**config.mk**
```make
export PLATFORM = sky130hd
export DESIGN_NAME = spd_ctrl
export DESIGN_NICKNAME = d
export VERILOG_FILES = /design/src/rtl/spd_pkg.sv /design/src/rtl/spd_ctrl.sv
export SDC_FILE = /design/constraint.sdc
export NUM_CORES = 1
export LEC_CHECK = 0
export BUFFER_PORTS_ARGS = -buffer_cell sky130_fd_sc_hd__buf_2
export CAP_MARGIN = 0
export CELL_PAD_IN_SITES_DETAIL_PLACEMENT = 1
export CELL_PAD_IN_SITES_GLOBAL_PLACEMENT = 1
export CORE_MARGIN = 2
export CORE_UTILIZATION = 41
export CTS_CLUSTER_DIAMETER = 100
export DETAILED_ROUTE_END_ITERATION = 12
export GPL_TIMING_DRIVEN = 0
export HOLD_SLACK_MARGIN = 0.06
export PLACE_DENSITY_LB_ADDON = 0.1
export RECOVER_POWER = 50
export SYNTH_ARGS = -nofsm -noshare
export SYNTH_HDL_FRONTEND = slang
export SYNTH_SLANG_ARGS = --single-unit
```
**constraint.sdc**
```tcl
create_clock -name clk -period 2.2 [get_ports clk]
set_input_delay 0.33 -clock clk [delete_from_list [all_inputs] [get_ports clk]]
set_output_delay 0.33 -clock clk [all_outputs]
set_load 0.05 [all_outputs]
```
**src/rtl/spd_pkg.sv**
```systemverilog
package spd_pkg;

	localparam int ALPHABET = 256;
	localparam int INNER    = ALPHABET + 1;
	localparam int ALLNODES = 2 * ALPHABET + 2;
	localparam int NODE_W   = $clog2(ALLNODES + 1);
	localparam int PAR_W    = $clog2(INNER);
	localparam int ALL_W    = $clog2(ALLNODES);
	localparam int ROW_W    = 2 * NODE_W;
	localparam int SYM_W    = 8;
	localparam int BITS_W   = $clog2(SYM_W + 1);

	typedef enum logic [3:0] {
		OP_NONE,
		OP_LOAD,
		OP_CLEAR,
		OP_BIT_RD,
		OP_BIT_EV,
		OP_SP_START,
		OP_SP_UP,
		OP_SP_GR,
		OP_SP_GC,
		OP_SP_UCRD,
		OP_SP_UC,
		OP_SP_PO,
		OP_TRUNC,
		OP_PUSH,
		OP_FLUSH
	} dp_op_t;

	typedef struct packed {
		dp_op_t op;
	} dp_cmd_t;

	typedef struct packed {
		logic clr_done;
		logic bits_zero;
		logic is_leaf;
		logic sp_stop;
		logic xfer_ok;
		logic last;
		logic pend_valid;
	} dp_stat_t;

endpackage

```
**src/rtl/spd_ctrl.sv**
```systemverilog
module spd_ctrl (
	input  logic              clk,
	input  logic              arst_n,
	input  logic              in_valid,
	input  logic              first_of_zone,
	output logic              in_stall,
	input  spd_pkg::dp_stat_t stat,
	output spd_pkg::dp_cmd_t  cmd
);

	import spd_pkg::*;

	typedef enum logic [4:0] {
		S_CLR_BOOT,
		S_IDLE,
		S_CLR_ZONE,
		S_BIT_RD,
		S_BIT_EV,
		S_RES_LEAF,
		S_SP_START,
		S_SP_UP,
		S_SP_GR,
		S_SP_GC,
		S_SP_UCRD,
		S_SP_UC,
		S_SP_PO,
		S_SP_END,
		S_TRUNC,
		S_RES_TRUNC,
		S_FLUSH
	} state_t;

	state_t state_q, state_d;

	always_comb begin
		state_d  = state_q;
		cmd.op   = OP_NONE;
		in_stall = 1'b1;
		unique case (state_q)
			S_CLR_BOOT: begin
				cmd.op = OP_CLEAR;
				if (stat.clr_done) begin
					state_d = S_IDLE;
				end
			end
			S_IDLE: begin
				in_stall = 1'b0;
				if (in_valid) begin
					cmd.op  = OP_LOAD;
					state_d = first_of_zone ? S_CLR_ZONE : S_BIT_RD;
				end
			end
			S_CLR_ZONE: begin
				cmd.op = OP_CLEAR;
				if (stat.clr_done) begin
					state_d = S_BIT_RD;
				end
			end
			S_BIT_RD: begin
				if (stat.bits_zero) begin
					state_d = stat.last ? S_TRUNC : S_FLUSH;
				end else begin
					cmd.op  = OP_BIT_RD;
					state_d = S_BIT_EV;
				end
			end
			S_BIT_EV: begin
				cmd.op  = OP_BIT_EV;
				state_d = stat.is_leaf ? S_RES_LEAF : S_BIT_RD;
			end
			S_RES_LEAF: begin
				cmd.op = OP_PUSH;
				if (stat.xfer_ok) begin
					state_d = S_SP_START;
				end
			end
			S_SP_START: begin
				cmd.op  = OP_SP_START;
				state_d = stat.sp_stop ? S_SP_END : S_SP_UP;
			end
			S_SP_UP: begin
				cmd.op  = OP_SP_UP;
				state_d = stat.sp_stop ? S_SP_END : S_SP_GR;
			end
			S_SP_GR: begin
				cmd.op  = OP_SP_GR;
				state_d = stat.sp_stop ? S_SP_END : S_SP_GC;
			end
			S_SP_GC: begin
				cmd.op  = OP_SP_GC;
				state_d = S_SP_UCRD;
			end
			S_SP_UCRD: begin
				cmd.op  = OP_SP_UCRD;
				state_d = S_SP_UC;
			end
			S_SP_UC: begin
				cmd.op  = OP_SP_UC;
				state_d = S_SP_PO;
			end
			S_SP_PO: begin
				cmd.op  = OP_SP_PO;
				state_d = stat.sp_stop ? S_SP_END : S_SP_START;
			end
			S_SP_END: begin
				state_d = stat.last ? S_FLUSH : S_BIT_RD;
			end
			S_TRUNC: begin
				cmd.op  = OP_TRUNC;
				state_d = S_RES_TRUNC;
			end
			S_RES_TRUNC: begin
				cmd.op = OP_PUSH;
				if (stat.xfer_ok) begin
					state_d = S_FLUSH;
				end
			end
			S_FLUSH: begin
				cmd.op = OP_FLUSH;
				if (stat.xfer_ok) begin
					state_d = S_IDLE;
				end
			end
			default: begin
				state_d = S_IDLE;
			end
		endcase
	end

	always_ff @(posedge clk or negedge arst_n) begin
		if (!arst_n) begin
			state_q <= S_CLR_BOOT;
		end else begin
			state_q <= state_d;
		end
	end

`ifndef NO_ASSERTIONS
	// no word may linger in the holding register once a byte is finished
	a_idle_no_pend: assert property (@(posedge clk) disable iff (!arst_n)
		state_q == S_IDLE |-> !stat.pend_valid)
		else $error("word left pending at idle");

	// a zone start always sweeps the tree before any bit is walked
	a_first_clears: assert property (@(posedge clk) disable iff (!arst_n)
		(state_q == S_IDLE && in_valid && first_of_zone) |=> state_q == S_CLR_ZONE)
		else $error("zone start without tree rebuild");
`endif

endmodule

```
# Yosys cells after proc, flatten, opt, wreduce, memory -nomap -nowiden
# Index checks and enable logic that the tools add are counted.
[op_classes]
n_eq_ne = 22
muxes = 20
n_reduce_logical = 4
[op_table]
columns = ["cell", "n"]
rows = [
  ["5-bit one-hot mux with 17 select lines", 1],
  ["4-bit one-hot mux with 14 select lines", 1],
  ["5-bit two-way mux", 9],
  ["5-bit by 4-bit equality test with 1-bit output (second input constant)", 8],
  ["5-bit by 3-bit equality test with 1-bit output (second input constant)", 4],
  ["2-bit != test (second input constant)", 6],
  ["5-bit by 2-bit equality test with 1-bit output (second input constant)", 2],
  ["3-bit two-way mux", 3],
  ["4-bit two-way mux", 2],
  ["6-bit AND reduction", 1],
  ["5-bit by 1-bit equality test with 1-bit output (second input constant)", 1],
  ["5-bit equality test (second input constant)", 1],
  ["5-bit zero test", 1],
  ["2-bit OR reduction", 2],
  ["1-bit two-way mux", 3],
  ["2-bit two-way mux", 1],
]
[word_totals]
ff_bits = 5
in_bits = 11
out_inout_bits = 5
word_cells = 47

# Depth between registers and ports, before layout
[depth]
depth_word = 3
mapped_depth = 7
depth_no_buf = 5

# Least setup slack after synthesis
# Ideal clock, no wire load.
[synth_timing]
kind = "register to output"
from = "register state_q[0]"
to = "output port cmd[2] (netlist name)"
arrival_time_ns = 1.874
required_ns = 1.870
slack_ns = -0.004
path_stages_with_launch = 7
path_buffers = 3
cell_sequence = "dfrtp_1 > buf_6 > buf_4 > buf_2 > nor3_1 > a21oi_1 > o22ai_1"
[synth_rtl]
columns = ["element", "line_no", "text"]
rows = [
  ["start: declaration", "spd_ctrl.sv:33", "state_t state_q, state_d;"],
  ["start signal: assignment", "spd_ctrl.sv:134", "state_q <= state_d;"],
  ["end: declaration", "spd_ctrl.sv:8", "output spd_pkg::dp_cmd_t cmd"],
]

==> results.ini <==
[floorplanning]
ios = 16
start_util_pct = 43.8
rows = 15
die-area_um2 = 2230
die_y_um = 47.2
die_w_um = 47.2
core-area_um2 = 1750

[drt]
initialDrtViolationCount = 17
met1Wirelength_um = 1220
firstDrtPassIters = 4
drc_errors = 0
antenna_left = 0
wl_met3_um = 85
wl_um = 2670
routed.top_layer = met4
num_vias = 908
avgViaCountPerCell = 6.01
wl_per_cell_um = 17.7
met2_length_um = 1290

[setup_path]
startpoint_type = register
reg2reg_from = state_q[3]$_DFFE_PN0P_
cpMaxStageDelayCell = dfrtp_1
startpoint = state_q[0]$_DFFE_PN0P_
slowest_delay_ps = 400
cpMostUsedCell = buf_4
crit_chain = buf_6 -> buf_4 -> xor2_1 -> a221oi_1 -> o22a_1 -> nor2_1 -> buf_4
critPathKind = reg2out
worst_setup_path_end_kind = output port
worstPathMaxFanout = 10
worstPathRequired_ps = 1870
crit_arrival_ps = 1780

[worst_hold_path]
min_path_type = in2reg
min_from = stat[2]

[timing]
fmax_mhz = 474
slew_violations = 0
fin_tns_setup_ps = 0
grt_setup_unrepaired = false
hold_viol_final = 0
hold-worst-slack_ps = 453
post-route-min-period_ps = 2110
fin_skew_ps = 3.08
relSlewSlack_pct = 66.5
fin_crit_sh_pct = 96.0
tightestPinTransition_ps = 499
setup_violations = 0

[finish]
num_antenna_cells = 0
largest_reg_flops = 5
largest-register = state_q
final_common_cell = buf_2
syn_to_final_growth_pct = 20.8
fill_cells = 238
finalNonFillerCells = 151
layout_common_cells = buf_2, nor2_1, buf_4, nor2b_1, o21ai_0
final_nets = 138
largest_registers = state_q x5
drive_gt1_share_pct = 27.0

[flow_run]
cap_violations = 0

[synth]
ys_seq_area_share_pct = 16.4
synth_cell_types = 45
syn_area_um2 = 764
ys.flop_type = dfrtp_1
synth_edf_count = 0
ys_ff_latch = 5
syn_nets = 118
avgSynthCellArea_um2 = 7.14
ys_async_sr_fraction_pct = 100
synth_cells = 107
yosys_warnings = 0

[global_route]
gr-total-overflow = 0
grt_start_max_net_pins = 11
grt_pass1_vias = 907
grt_usage_pct = 27.4
antenna_found_initial = 0
grt_pass1_wl_um = 4250

[clock_network]
root_buffer = clkbuf_4
clk_path_buf_depth = 2
path_clk_slew_ps = 40
cts_tree = built
h-tree-depth = 1
clock_latency_ps = 250
cts_made_buffers = 3
cts_sinks = 5

[power]
peakVddDrop_v = 0.000843
powerDensity_nw_per_um2 = 1910
leakagePower_nw = 0.380

[placement]
dp_hpwl_um = 1940
port_buffers = 14
routabilityCongestion = 0.874
dp.cells = 146

[run_status]
outcome = finished clean

==> timing repair <==
item                                    4_1_cts  5_1_grt
endpoints found under the hold margin         5        0
hold buffers                                  1        0
endpoints found under the setup margin        2        3
setup buffers                                 0        0
gates resized for setup                       2        7
==> power by group <==
group	total (mW)	internal (mW)	switching, mW
clock network	0.110	0.0688	0.0409
logic	1.48	0.534	0.944
registers	0.179	0.136	0.0427
total	1.77	0.739	1.03
==> worst max-delay path, delay by kind of cell, from the launching register on <==
| kind | cells | cell delay (ps) |
|---|---|---|
| buf+inv | 3 | 510 |
| compound gates | 2 | 430 |
| flops | 1 | 400 |
| xor+xnor | 1 | 140 |
| simple gates | 1 | 40 |
==> metrics by stage <==
stage / util (%) / setup WS, ps / power [mW] / area (um^2)
6_report: 52.9 / 88.3 / 1.77 / 923
5_1_grt: 52.9 / 3.72 / 1.90 / 923
4_1_cts: 52.3 / 20.4 / 1.74 / 913
3_5_place_dp: 50.0 / 231 / 1.60 / 872
3_3_place_gp: 50.0 / 284 / 1.56 / 872
2_1_floorplan: - / 120 / 1.29 / 771
==> path summary, 6_finish.rpt <==
check	cells after the start	slack, ps	endpoint
max in group asynchronous	2	1480	state_q[0]$_DFFE_PN0P_
min in group asynchronous	2	510	state_q[1]$_DFFE_PN0P_
setup / recovery	7	90	cmd[0]
hold reg to reg	3	730	state_q[4]$_DFFE_PN0P_
hold / removal	3	450	state_q[4]$_DFFE_PN0P_
setup reg to reg	6	340	state_q[1]$_DFFE_PN0P_
==> routing by layer <==
metal | GRT usage, % | up-vias
met4 | 10.0 | 0
met1 | 35.1 | 438
met5 | 0 | -
met3 | 5.77 | 8
li1 | - | 433
met2 | 45.2 | 29
==> final cells by class <==
cell class                 count  area (um^2)  share of cell area, %
multi-input combinational     88          564                   61.1
sequential                     5          125                   13.6
timing repair buffer          15         86.3                   9.35
buffer                        12         82.6                   8.94
tap                           25         31.3                   3.39
clock buffer                   4         26.3                   2.85
inverter                       2         7.51                  0.813
==> cell usage after synthesis, types with 2 or more instances <==
library cell | count | share of area [%]
nor2_1 | 11 | 5.4
nor2b_1 | 7 | 5.7
o21ai_1 | 7 | 4.6
a21oi_1 | 6 | 3.9
buf_2 | 6 | 3.9
o21ai_0 | 6 | 3.9
dfrtp_1 | 5 | 16
nand2_1 | 5 | 2.5
nor3_1 | 4 | 2.6
buf_4 | 3 | 2.9
nor3b_1 | 3 | 2.9
a21boi_1 | 2 | 2.0
a31oi_1 | 2 | 1.6
buf_6 | 2 | 2.9
inv_1 | 2 | 0.98
nand2b_1 | 2 | 1.6
nand3_1 | 2 | 1.3
nor4_1 | 2 | 1.6
o211ai_2 | 2 | 3.3
o21bai_1 | 2 | 2.0
o22ai_1 | 2 | 1.6
==> kinds of logic (layout without fill, tap and decap cells) <==
kind of cell,after synthesis,count (layout),share of synthesized area (%)
and+or+nand+nor,45,45,34.2
AOI/OAI and AO/OA,41,41,35.8
xor gates and xnor gates,2,2,2.29
buffers and inverters,14,33,11.3
DFF,5,5,16.4
(Power assumes the default switching activity.)
